==> src/design/kvl_pkg.sv <==
// ---------------------------------------------------------------------------
// kvl_pkg: shared types and constants of the keyframe lerp sampler
// Data widths, fixed-point layout, controller states and lane result type.
// ---------------------------------------------------------------------------
package kvl_pkg;

  localparam int MAX_KEYS_DEF = 64;
  localparam int DATA_W       = 32;
  localparam int FRAC_W       = 16;
  localparam int DIV_W        = DATA_W + FRAC_W;
  localparam int KEY_W        = 4 * DATA_W;
  localparam int SLOT_W       = 6;
  localparam int COUNT_W      = 7;
  localparam int SEG_W        = 6;

  localparam logic OP_WRITE  = 1'b0;
  localparam logic OP_SAMPLE = 1'b1;

  typedef enum logic [7:0] {
    ST_IDLE = 8'b0000_0001,
    ST_SCAN = 8'b0000_0010,
    ST_F0   = 8'b0000_0100,
    ST_F1   = 8'b0000_1000,
    ST_F2   = 8'b0001_0000,
    ST_DIV  = 8'b0010_0000,
    ST_MUL  = 8'b0100_0000,
    ST_ONE  = 8'b1000_0000
  } state_t;

  typedef struct packed {
    logic [DATA_W-1:0] value;
    logic              clip;
  } lane_res_t;

endpackage

==> src/design/kvl_lane.sv <==
// ---------------------------------------------------------------------------
// kvl_lane: one interpolation axis
// Bit-serial shift-add factor*delta, then scale, add start and saturate.
// ---------------------------------------------------------------------------
module kvl_lane (
  input  logic                       clk,
  input  logic                       rst,
  input  logic                       load,
  input  logic [kvl_pkg::DATA_W-1:0] start_val,
  input  logic [kvl_pkg::DATA_W-1:0] end_val,
  input  logic                       go,
  input  logic [kvl_pkg::DATA_W-1:0] f_mag,
  input  logic                       f_neg,
  output kvl_pkg::lane_res_t         res,
  output logic                       done
);

  localparam int W  = kvl_pkg::DATA_W;
  localparam int F  = kvl_pkg::FRAC_W;
  localparam int CW = $clog2(W);
  localparam int SW = 2 * W - F + 1;
  localparam int RW = SW + 1;

  logic [W-1:0]   start_r;
  logic [W-1:0]   d_mag;
  logic           d_neg;
  logic           p_neg;
  logic [W-1:0]   m;
  logic [2*W-1:0] p;
  logic [CW-1:0]  cnt;
  logic           run;
  logic [W:0]     delta;
  logic [W:0]     step_sum;
  logic [SW-1:0]  scaled;
  logic [RW-1:0]  total;

  assign delta    = {end_val[W-1], end_val} - {start_val[W-1], start_val};
  assign step_sum = {1'b0, p[2*W-1:W]} + (m[0] ? {1'b0, d_mag} : '0);

  // drop the fraction toward zero on the magnitude, then apply the sign
  always_comb begin
    scaled = {1'b0, p[2*W-1:F]};
    if (p_neg) begin
      scaled = -scaled;
    end
    total = {{(RW-W){start_r[W-1]}}, start_r} + {scaled[SW-1], scaled};
    res.clip  = 1'b0;
    res.value = total[W-1:0];
    if (!total[RW-1] && (total[RW-2:W-1] != '0)) begin
      res.clip  = 1'b1;
      res.value = {1'b0, {(W-1){1'b1}}};
    end else if (total[RW-1] && (total[RW-2:W-1] != '1)) begin
      res.clip  = 1'b1;
      res.value = {1'b1, {(W-1){1'b0}}};
    end
  end

  always_ff @(posedge clk) begin
    if (rst) begin
      run  <= 1'b0;
      done <= 1'b0;
      cnt  <= '0;
    end else begin
      done <= 1'b0;
      if (go) begin
        run <= 1'b1;
        cnt <= '0;
      end else if (run) begin
        cnt <= cnt + CW'(1);
        if (cnt == CW'(W - 1)) begin
          run  <= 1'b0;
          done <= 1'b1;
        end
      end
    end
  end

  always_ff @(posedge clk) begin
    if (load) begin
      start_r <= start_val;
      d_neg   <= delta[W];
      d_mag   <= delta[W] ? W'(-delta) : delta[W-1:0];
    end
    if (go) begin
      m     <= f_mag;
      p     <= '0;
      p_neg <= f_neg ^ d_neg;
    end else if (run) begin
      p <= {step_sum, p[W-1:1]};
      m <= m >> 1;
    end
  end

endmodule

==> config.mk <==
export PLATFORM = sky130hd
export DESIGN_NAME = kvl_lane
export DESIGN_NICKNAME = d
export VERILOG_FILES = /design/src/design/kvl_pkg.sv /design/src/design/kvl_lane.sv
export SDC_FILE = /design/constraint.sdc
export NUM_CORES = 1
export LEC_CHECK = 0
export BUFFER_PORTS_ARGS = -buffer_cell sky130_fd_sc_hd__buf_2
export CAP_MARGIN = 10
export CORE_UTILIZATION = 55
export CTS_BUF_LIST = sky130_fd_sc_hd__clkbuf_8
export CTS_CLUSTER_DIAMETER = 150
export CTS_CLUSTER_SIZE = 20
export DETAILED_ROUTE_END_ITERATION = 8
export PLACE_DENSITY = 0.75
export SLEW_MARGIN = 10
export SYNTH_ARGS = -nofsm -noshare
export SYNTH_HDL_FRONTEND = slang
export SYNTH_SLANG_ARGS = --single-unit
==> constraint.sdc <==
create_clock -name clk -period 14.5 [get_ports clk]
set_input_delay 2.9 -clock clk [delete_from_list [all_inputs] [get_ports clk]]
set_output_delay 2.9 -clock clk [all_outputs]
set_load 0.02 [all_outputs]
==> impl_metrics.py <==
metrics = {
    "detailed_routing": {
        "drc_errors": 0,
        "wl_per_cell_um": 16.13,
        "firstDrtPassIters": 5,
        "via_per_inst": 5.902,
        "first_iter_violations": 735,
        "route.antenna.remaining_nets": 0,
        "wl_um": 32490,
        "vias": 11893,
    },
    "timing": {
        "min_period_ns": 9.927,
        "fin_crit_sh_pct": 68.46,
        "fin_ws_ns": 4.573,
        "worst_slew_pin_slew_ns": 0.9339,
        "fin_setup_tns_ns": 0,
        "skew_ns": 0.01419,
        "slew_viol_final": 0,
        "rsz0062_at_grt": "false",
        "setup_violations": 0,
        "timing_hold_violations_final": 0,
        "fmax_ghz": 0.1007,
        "max_slew_margin_pct": 37.74,
    },
    "clock_tree": {
        "cts.clk_slew.worst_paths_ns": 0.09,
        "htreeDepth": 4,
        "cts_tree": "yes",
        "cts_setup_buffers": 0,
        "hold_buffers": 0,
        "clock_path_buffers": 2,
        "cts_root_buffer": "clkbuf_8",
        "clock_latency_ns": 0.46,
        "post_cts_resized": 0,
        "cts_num_sinks": 153,
        "numCtsBuffers": 17,
    },
    "logic_synthesis": {
        "synth_warnings": 0,
        "synth.cell_area_um2": 13820,
        "synth_top_area_share_pct": 21.29,
        "synth_edf_count": 98,
        "ys_ff_latch": 153,
        "ys_seq_area_share_pct": 29.26,
        "netlist_instances": 1578,
        "avgSynthCellArea_um2": 8.759,
        "synth_cell_types": 84,
        "syn_nets": 1811,
        "ys_top_cells_by_area": "edfxtp_1 (21%), ha_1 (12%), xnor2_1 (8.2%)",
        "synth_top_cell_by_area": "edfxtp_1",
        "synthFlopType": "edfxtp_1",
        "async_flop_share_pct": 0,
    },
    "grt": {
        "gr-total-overflow": 0,
        "grt_antenna_before_repair": 0,
        "grtUsageTotal_pct": 25.53,
        "grt_pass1_vias": 10867,
        "grt_max_degree": 85,
        "grt_pass1_wl_um": 53840,
    },
    "setup_path": {
        "path_class": "reg -> out",
        "end_kind": "output pin",
        "path_common_cell": "or3_1",
        "cp_max_fo": 32,
        "max_stage_delay_ns": 0.75,
        "r2r_slack_ns": 10.12,
        "cpMaxStageDelayCell": "a41o_1",
        "required_ns": 11.60,
        "crit_chain": "nor3_1 > nand4_1 > or3_1 > or3_1 > or4_1 > o41ai_1 > xnor2_1 > ha_1 > nand4_1 > or3_1 > nor2_1 > a211oi_1 > a21o_1 > a21oi_1 > a21oi_1 > or4_1 > nor4_1 > a41o_1 > o21ai_0 > buf_2",
        "worstSetupStartpointType": "flop",
        "critPathArrivalTime_ns": 7.03,
    },
    "floorplanning": {
        "ios": 135,
        "rows": 57,
        "fp.dieH_um": 160.5,
        "die_area_um2": 25770,
        "fp.dieW_um": 160.5,
        "core_um2": 24460,
        "start_util_pct": 56.50,
    },
    "finish": {
        "syn_to_final_growth_pct": 9.269,
        "layout-drive-gt1-share_pct": 13.42,
        "nets": 1911,
        "layout_commonest_cell": "buf_2",
        "final_cell_mix": "buf_2 (134), xnor2_1 (130), ha_1 (129), a21oi_1 (121), nor2_1 (119)",
        "diodes": 0,
    },
    "placement": {
        "io_buffers": 134,
        "routabilityCongestion": 0.9369,
        "dp_slack_ns": 5.174,
        "place_hpwl_um": 26210,
    },
    "run": {
        "cap_viol_max_count": 0,
    },
    "min_path": {
        "hold_class": "reg -> reg",
    },
    "power_and_ir_drop": {
        "leakagePower_nw": 6.409,
        "power.density_nw_per_um2": 122.8,
        "finalPower_w": 0.001855,
        "ir_worst_vdd_v": 0.00006184,
    },
    "status": {
        "status": "completed",
    },
}
[critical path, delay by kind of cell (launching register included)]
kind	cells	cell delay, ns
DFF	1	0.37
xor gates and xnor gates	1	0.13
adders and majority gates	1	0.46
and+or+nand+nor	10	3.50
buffers and inverters	1	0.22
AOI/OAI and AO/OA	7	1.89
[path summary, 6_finish.rpt]
check	cells after the start	from	to
worst min-delay path	2	cnt[4]$_SDFFE_PP0P_	cnt[4]$_SDFFE_PP0P_
worst max-delay path	20	p[20]$_SDFFE_PP0P_	res[17]
worst max register to register	15	m[0]$_DFFE_PP_	p[61]$_SDFFE_PP0P_
worst min register to register	2	cnt[4]$_SDFFE_PP0P_	cnt[4]$_SDFFE_PP0P_
[synth_stat cells, types with 14 or more instances]
master and n:
nand2_1 99, xnor2_1 130, nand4_1 28, and2_1 44, nor2b_1 15, xor2_1 46, nand2b_1 15, o21ai_0 99
inv_1 75, dfxtp_1 55, ha_1 129, mux2i_1 39, nand3_1 24, o21bai_1 19, clkbuf_1 43, nor2_1 119
mux2_2 31, a21o_1 54, a211oi_1 20, edfxtp_1 98, o211ai_1 14, o21ai_1 16, a21oi_1 121, and3_1 16
nor3_1 26, o31ai_1 26
[cell families (layout without fill, tap and decap cells)]
logic type,count (synthesis),in the layout,synth area share [%]
flops,153,153,29.26
xor+xnor,176,176,11.15
simple gates,445,445,16.39
mux,70,70,5.350
buf+inv,135,248,3.729
fa+ha+maj,132,132,12.11
compound gates,467,467,22.01
[state kept, by name, summed over array words and instances (netlist names)]
signal,count
start_r,32
d_neg,1
m,32
p,48
cnt,5
d_mag,32
done,1
p_neg,1
run,1
[power by group]
group	total, W	internal, W	switching, W
registers	0.000563	0.000525	0.0000382
clock network	0.000320	0.000143	0.000177
logic	0.000972	0.000391	0.000581
[cell type report]
type	count	area, um^2
fillers	2136	9359
clock buffers	17	234.0
inverters	76	285.3
flip-flops and latches	153	4045
well taps	324	405.4
repair buffers	140	715.7
multi-input cells	1290	9263
clock inverters	15	155.1
[per-stage QoR]
stage               util (%)  hold slack, ns  instances  instance area, um^2
floorplan                  -          0.4675       1578                13820
global placement       60.15          0.4846       1983                14710
detailed placement     60.15          0.5047       1983                14710
CTS                    61.74          0.5289       2015                15100
global route           61.74          0.5554       2015                15100
finish                 61.74          0.5199       2015                15100
[metal layers]
metal | GRT usage [%] | vias up | share of wire [%]
met4 | 6.667 | 0 | 1.3
met5 | 0 | - | 0
li1 | - | 6026 | -
met1 | 36.97 | 5541 | 50
met2 | 39.73 | 297 | 44
met3 | 3.642 | 29 | 5.2
(Power assumes the default switching activity.)
