<file path="src/design/kvl_pkg.sv">
// ---------------------------------------------------------------------------
// kvl_pkg: shared types and constants of the keyframe lerp sampler
// Data widths, fixed-point layout, controller states and lane result type.
// ---------------------------------------------------------------------------
package kvl_pkg;

  localparam int MAX_KEYS_DEF = 64;
  localparam int DATA_W       = 32;
  localparam int FRAC_W       = 16;
  localparam int DIV_W        = DATA_W + FRAC_W;
  localparam int KEY_W        = 4 * DATA_W;
  localparam int SLOT_W       = 6;
  localparam int COUNT_W      = 7;
  localparam int SEG_W        = 6;

  localparam logic OP_WRITE  = 1'b0;
  localparam logic OP_SAMPLE = 1'b1;

  typedef enum logic [7:0] {
    ST_IDLE = 8'b0000_0001,
    ST_SCAN = 8'b0000_0010,
    ST_F0   = 8'b0000_0100,
    ST_F1   = 8'b0000_1000,
    ST_F2   = 8'b0001_0000,
    ST_DIV  = 8'b0010_0000,
    ST_MUL  = 8'b0100_0000,
    ST_ONE  = 8'b1000_0000
  } state_t;

  typedef struct packed {
    logic [DATA_W-1:0] value;
    logic              clip;
  } lane_res_t;

endpackage

</file>
<file path="src/design/kvl_div.sv">
// ---------------------------------------------------------------------------
// kvl_div: bit-serial restoring divider
// Unsigned DIV_W by DATA_W division, one quotient bit per cycle.
// ---------------------------------------------------------------------------
module kvl_div (
  input  logic                      clk,
  input  logic                      rst,
  input  logic                      go,
  input  logic [kvl_pkg::DIV_W-1:0] dividend,
  input  logic [kvl_pkg::DATA_W-1:0] divisor,
  output logic [kvl_pkg::DIV_W-1:0] quotient,
  output logic                      done
);

  localparam int DW = kvl_pkg::DIV_W;
  localparam int W  = kvl_pkg::DATA_W;
  localparam int CW = $clog2(DW);

  logic [DW-1:0] dvd;
  logic [W-1:0]  dvs;
  logic [W-1:0]  rem;
  logic [CW-1:0] cnt;
  logic          run;
  logic [W:0]    rem_sh;
  logic [W:0]    diff;
  logic          ge;

  assign rem_sh   = {rem, dvd[DW-1]};
  assign ge       = rem_sh >= {1'b0, dvs};
  assign diff     = rem_sh - {1'b0, dvs};
  assign quotient = dvd;

  always_ff @(posedge clk) begin
    if (rst) begin
      run  <= 1'b0;
      done <= 1'b0;
      cnt  <= '0;
    end else begin
      done <= 1'b0;
      if (go) begin
        run <= 1'b1;
        cnt <= '0;
      end else if (run) begin
        cnt <= cnt + CW'(1);
        if (cnt == CW'(DW - 1)) begin
          run  <= 1'b0;
          done <= 1'b1;
        end
      end
    end
  end

  always_ff @(posedge clk) begin
    if (go) begin
      dvd <= dividend;
      dvs <= divisor;
      rem <= '0;
    end else if (run) begin
      rem <= ge ? diff[W-1:0] : rem_sh[W-1:0];
      dvd <= {dvd[DW-2:0], ge};
    end
  end

endmodule

</file>
<file path="config.mk">
export PLATFORM = sky130hd
export DESIGN_NAME = kvl_div
export DESIGN_NICKNAME = d
export VERILOG_FILES = /design/src/design/kvl_pkg.sv /design/src/design/kvl_div.sv
export SDC_FILE = /design/constraint.sdc
export NUM_CORES = 1
export LEC_CHECK = 0
export CAP_MARGIN = 20
export CORE_MARGIN = 4
export CORE_UTILIZATION = 50
export CTS_CLUSTER_DIAMETER = 40
export CTS_CLUSTER_SIZE = 40
export DETAILED_ROUTE_END_ITERATION = 8
export DONT_BUFFER_PORTS = 1
export PLACE_DENSITY = 0.68
export SETUP_SLACK_MARGIN = 0.1
export SYNTH_ARGS = -nofsm -noshare
export SYNTH_HDL_FRONTEND = slang
export SYNTH_SLANG_ARGS = --single-unit
</file>
<file path="constraint.sdc">
create_clock -name clk -period 5.7 [get_ports clk]
set_input_delay 1.14 -clock clk [delete_from_list [all_inputs] [get_ports clk]]
set_output_delay 1.14 -clock clk [all_outputs]
set_load 0.005 [all_outputs]
</file>
==> results.txt <==
- The flow ran to the end, and the final reports show no timing, DRC or antenna violations.
- Clock Skews: 6.95 ps
- Power Total: 2.34 mW
- Yosys attributes the largest share of cell area to sky130_fd_sc_hd__edfxtp_1 36%, sky130_fd_sc_hd__dfxtp_1 12%, sky130_fd_sc_hd__mux2_2 8.1%, sky130_fd_sc_hd__ha_1 6.2%, sky130_fd_sc_hd__a21oi_1 3.4%.
- Leakage power figure: between 2 and 3 nW
- Die height: between 100 and 150 µm
- The detailed router finished its first iteration with 434 violations.
* Hold violation count in the final report: 0
* Growth of design area from synthesis to finish: 8.89%
- In this run the cell area of the synthesized design comes to around 0.0067 mm².
- The critical path is of the flip-flop to flip-flop type.
* Proportion of register bits with asynchronous set or reset after synthesis: 0
- Count of buffers added by post-CTS timing repair for setup: 0
- The biggest area contributor in the post-synthesis netlist is sky130_fd_sc_hd__edfxtp_1.
* Number of register bits inferred by synthesis: 120
- When the netlist entered floorplanning its net count stood at 757.
- Routed via count: 4748
- Synthesis instantiated 60 different standard cells from the library.
- Std cell rows: 42
- DR DRC count: 0
- The count of buffers added on input and output ports is 0.
- After detailed routing, the number of vias per cell comes to 5.84.
* Worst slack, placed: between 2000 and 2500 ps
- The worst register-to-register path has a depth of 12.
* H-tree levels: 4
- Of the post-synthesis cell area, the part taken by muxes is 0.101.
* Effective utilization at floorplan: 0.509
* Final cycle utilization of the critical path: 0.633
- Setup slack closes at 2090 ps.
- Power per unit of standard cell area: approximately 320 mW/mm²
- The clock reaches the later pin of the worst-skew pair after 410 ps.
- Count of nets left with antenna violations after detail routing: 0
- The endpoint identified for the worst register-to-register timing path is rem[30]$_SDFFE_PP0P_.
* Minimum period implied by the final worst setup slack: 3610 ps
- Count of final setup violators: 0
- Gate count of the mapped netlist: 640
- Placer congestion estimate: ~0.92
* Min-Delay Path Depth: 1
- Global routing finished with a remaining overflow of 0.
- In the global route stage, overall resource usage came out at 0.201.
- Of the total synthesized cell area, the portion taken by full adders, half adders and majority gates is 0.0645.
- Wires add up to 14.9 mm.
- Critical path required time: 6030 ps
- The core region is 0.0132 mm².
- The first global-routing pass estimated 24.0 mm of wire.
- For this run, the top clock speed supported by timing is 277 MHz.
- TritonCTS built the clock tree.
* Worst Hold Launch: rem[22]$_SDFFE_PP0P_
* YS warnings: 0
* Fraction of layout instances using a drive strength above 1: 0.137
- Across the run, the number of max-cap violations was 0.
- Post-CTS Hold Fix Bufs: 0
- Register-to-register path setup slack: 2090 ps
- Pin placement for this block handled 132 I/O pins.
- Of the total synthesized cell area, the portion taken by XOR and XNOR cells is 0.0391.
- Setup TNS after final layout: 0 ps
- Share of the synthesized area in compound gates (AO/OA/AOI/OAI): 0.160
- By area, the combinational part of the netlist is dominated by compound AO/OA/AOI/OAI gates.
- Antenna violations before repair: 0
* Number of flops mapped to enable cells by yosys: 80
- The startpoint identified for the worst register-to-register timing path is dvs[9]$_DFFE_PP_.
- Hold Path Sink: rem[22]$_SDFFE_PP0P_
- RSZ-0062 raised after global routing: no
* Startpoint type of the worst setup path: flip-flop
- Leaving out fill and tap cells, the most frequent cell in the layout is sky130_fd_sc_hd__edfxtp_1.
* Quantity of gates resized following cts: 0
- Worst setup EP type: flip-flop
* Mean Syn Cell Area: 10.5 µm²
* Number of nets in the finished design: 741
- CTS saw 120 sinks.
- The number of global-route vias before repair was around 5000.
- Maximum buffer depth of the clock tree: 2
- The number of clock buffers added by TritonCTS is 17.
- Total Die Area: between 0.015 and 0.02 mm²
- Yosys top cell area share: 0.358
- Worst Path Arrival: 3940 ps
- Root cell of the clock tree: sky130_fd_sc_hd__clkbuf_16
- From left edge to right edge, the die measures roughly 120 µm.
- The number of max-slew violations in the final report is 0.
- Entering global routing, the biggest net connects 110 pins.
- 0 antenna diodes ended up in the layout.
- Clock edge transition at the registers on the reported setup and hold paths: 60 ps
- Synthesized-area fraction occupied by and/or/nand/nor cells: 0.107
- Headroom to the max-slew limit came out at 0.333.
- The library cells used most frequently in the layout, excluding fill and tap cells, are 80 x sky130_fd_sc_hd__edfxtp_1, 49 x sky130_fd_sc_hd__nand2_1, 48 x sky130_fd_sc_hd__mux2_2.
- Maximum net fanout on the critical path: 19
* Class of the most critical hold timing path: flip-flop to flip-flop
- Largest vdd supply drop: 0.232 mV
* Sequential share of the synthesized area: 0.477
* Worst-Margin Slew: between 900 and 1000 ps
- Commonest register cell after synthesis: sky130_fd_sc_hd__edfxtp_1
* Routed wire per std cell: between 15 and 20 µm
- Summed over all nets, the half-perimeter wirelength after detailed placement is 10.3 mm.
- For this run, the detailed router's first-pass iteration total came to 5.
cells in the mapped netlist, types with 4 or more instances:
cell type,number
sky130_fd_sc_hd__nand2_1,49
sky130_fd_sc_hd__dfxtp_1,40
sky130_fd_sc_hd__a21oi_1,45
sky130_fd_sc_hd__o211ai_1,5
sky130_fd_sc_hd__nand2b_1,8
sky130_fd_sc_hd__xor2_1,11
sky130_fd_sc_hd__edfxtp_1,80
sky130_fd_sc_hd__a21o_1,10
sky130_fd_sc_hd__o21ai_0,36
sky130_fd_sc_hd__inv_1,44
sky130_fd_sc_hd__and3_1,4
sky130_fd_sc_hd__mux2i_1,14
sky130_fd_sc_hd__mux2_2,48
sky130_fd_sc_hd__a211oi_1,15
sky130_fd_sc_hd__buf_2,6
sky130_fd_sc_hd__a31oi_1,4
sky130_fd_sc_hd__nor2b_1,5
sky130_fd_sc_hd__a311oi_1,7
sky130_fd_sc_hd__nand4_1,10
sky130_fd_sc_hd__nor2_1,40
sky130_fd_sc_hd__o21bai_1,8
sky130_fd_sc_hd__and4_1,4
sky130_fd_sc_hd__o21a_1,4
sky130_fd_sc_hd__buf_4,5
sky130_fd_sc_hd__nand3_1,9
sky130_fd_sc_hd__o221ai_1,6
sky130_fd_sc_hd__ha_1,33
sky130_fd_sc_hd__clkbuf_1,25
sky130_fd_sc_hd__nor3_1,8
sky130_fd_sc_hd__o22ai_1,4
sky130_fd_sc_hd__xnor2_1,19
registers in the layout (all words and copies together) (netlist names):
name	cells
done	1
rem	32
dvs	32
cnt	6
quotient	48
run	1
through the flow:
stage               instances  hold slack, ps   util  area [µm²]
floorplan                 640             431      -        6710
detailed placement        781             476  0.514        6780
CTS                       813             496  0.554        7310
global placement          781             464  0.514        6780
finish                    813             495  0.554        7310
global route              813             523  0.554        7310
routing by layer:
metal / track usage / part of all wire / wire, µm
met4: 0.0651 / 0.015 / 230
met2: 0.320 / 0.47 / 6990
met3: 0.0936 / 0.083 / 1240
met5: 0 / 0 / 0
met1: 0.242 / 0.43 / 6410
cells by family after synthesis:
kind of cell	Yosys count
AOI/OAI and AO/OA	163
and+or+nand+nor	149
muxes	62
xor gates and xnor gates	30
buffers and inverters	82
DFF	120
adders and majority gates	34
final cells by class:
class	count	area (µm²)
fillers	1132	5880
flip-flops and latches	120	3200
repair buffers	3	22.5
multi-input cells	438	3170
well taps	176	220
clock buffers	22	444
inverters	44	165
clock inverters	10	83.8
where the power goes:
group | total, mW | switching [mW] | leakage [nW] | internal, mW
logic | 0.314 | 0.179 | 1.40 | 0.135
clock network | 0.967 | 0.375 | 0.249 | 0.593
registers | 1.06 | 0.0461 | 1.12 | 1.01
total | 2.34 | 0.599 | 2.77 | 1.74
how the worst max path moves through the flow:
| stage | startpoint | end | slack (ps) | depth (start not counted) |
|---|---|---|---|---|
| finish | dvs[9]$_DFFE_PP_ | rem[30]$_SDFFE_PP0P_ | 2090 | 12 |
| global route | dvs[19]$_DFFE_PP_ | rem[30]$_SDFFE_PP0P_ | 1720 | 12 |
| CTS | dvs[10]$_DFFE_PP_ | rem[30]$_SDFFE_PP0P_ | 2070 | 12 |
| detailed placement | dvs[10]$_DFFE_PP_ | rem[30]$_SDFFE_PP0P_ | 2090 | 12 |
| global placement | dvs[9]$_DFFE_PP_ | rem[30]$_SDFFE_PP0P_ | 2200 | 12 |
| floorplan | dvs[13]$_DFFE_PP_ | rem[30]$_SDFFE_PP0P_ | 2930 | 12 |
critical path: stages (launching register included):
cell                        delay [ps]
sky130_fd_sc_hd__edfxtp_1          320
sky130_fd_sc_hd__inv_1              40
sky130_fd_sc_hd__ha_1              430
sky130_fd_sc_hd__nand4_2           180
sky130_fd_sc_hd__or3_4             420
sky130_fd_sc_hd__a31oi_4           190
sky130_fd_sc_hd__o2111ai_1         120
sky130_fd_sc_hd__and3_1            310
sky130_fd_sc_hd__nor2_2            570
sky130_fd_sc_hd__buf_4             360
sky130_fd_sc_hd__nand2_1            70
sky130_fd_sc_hd__mux2_2            270
sky130_fd_sc_hd__a311oi_2          230
Note: power is estimated with default switching activity, not from simulation.
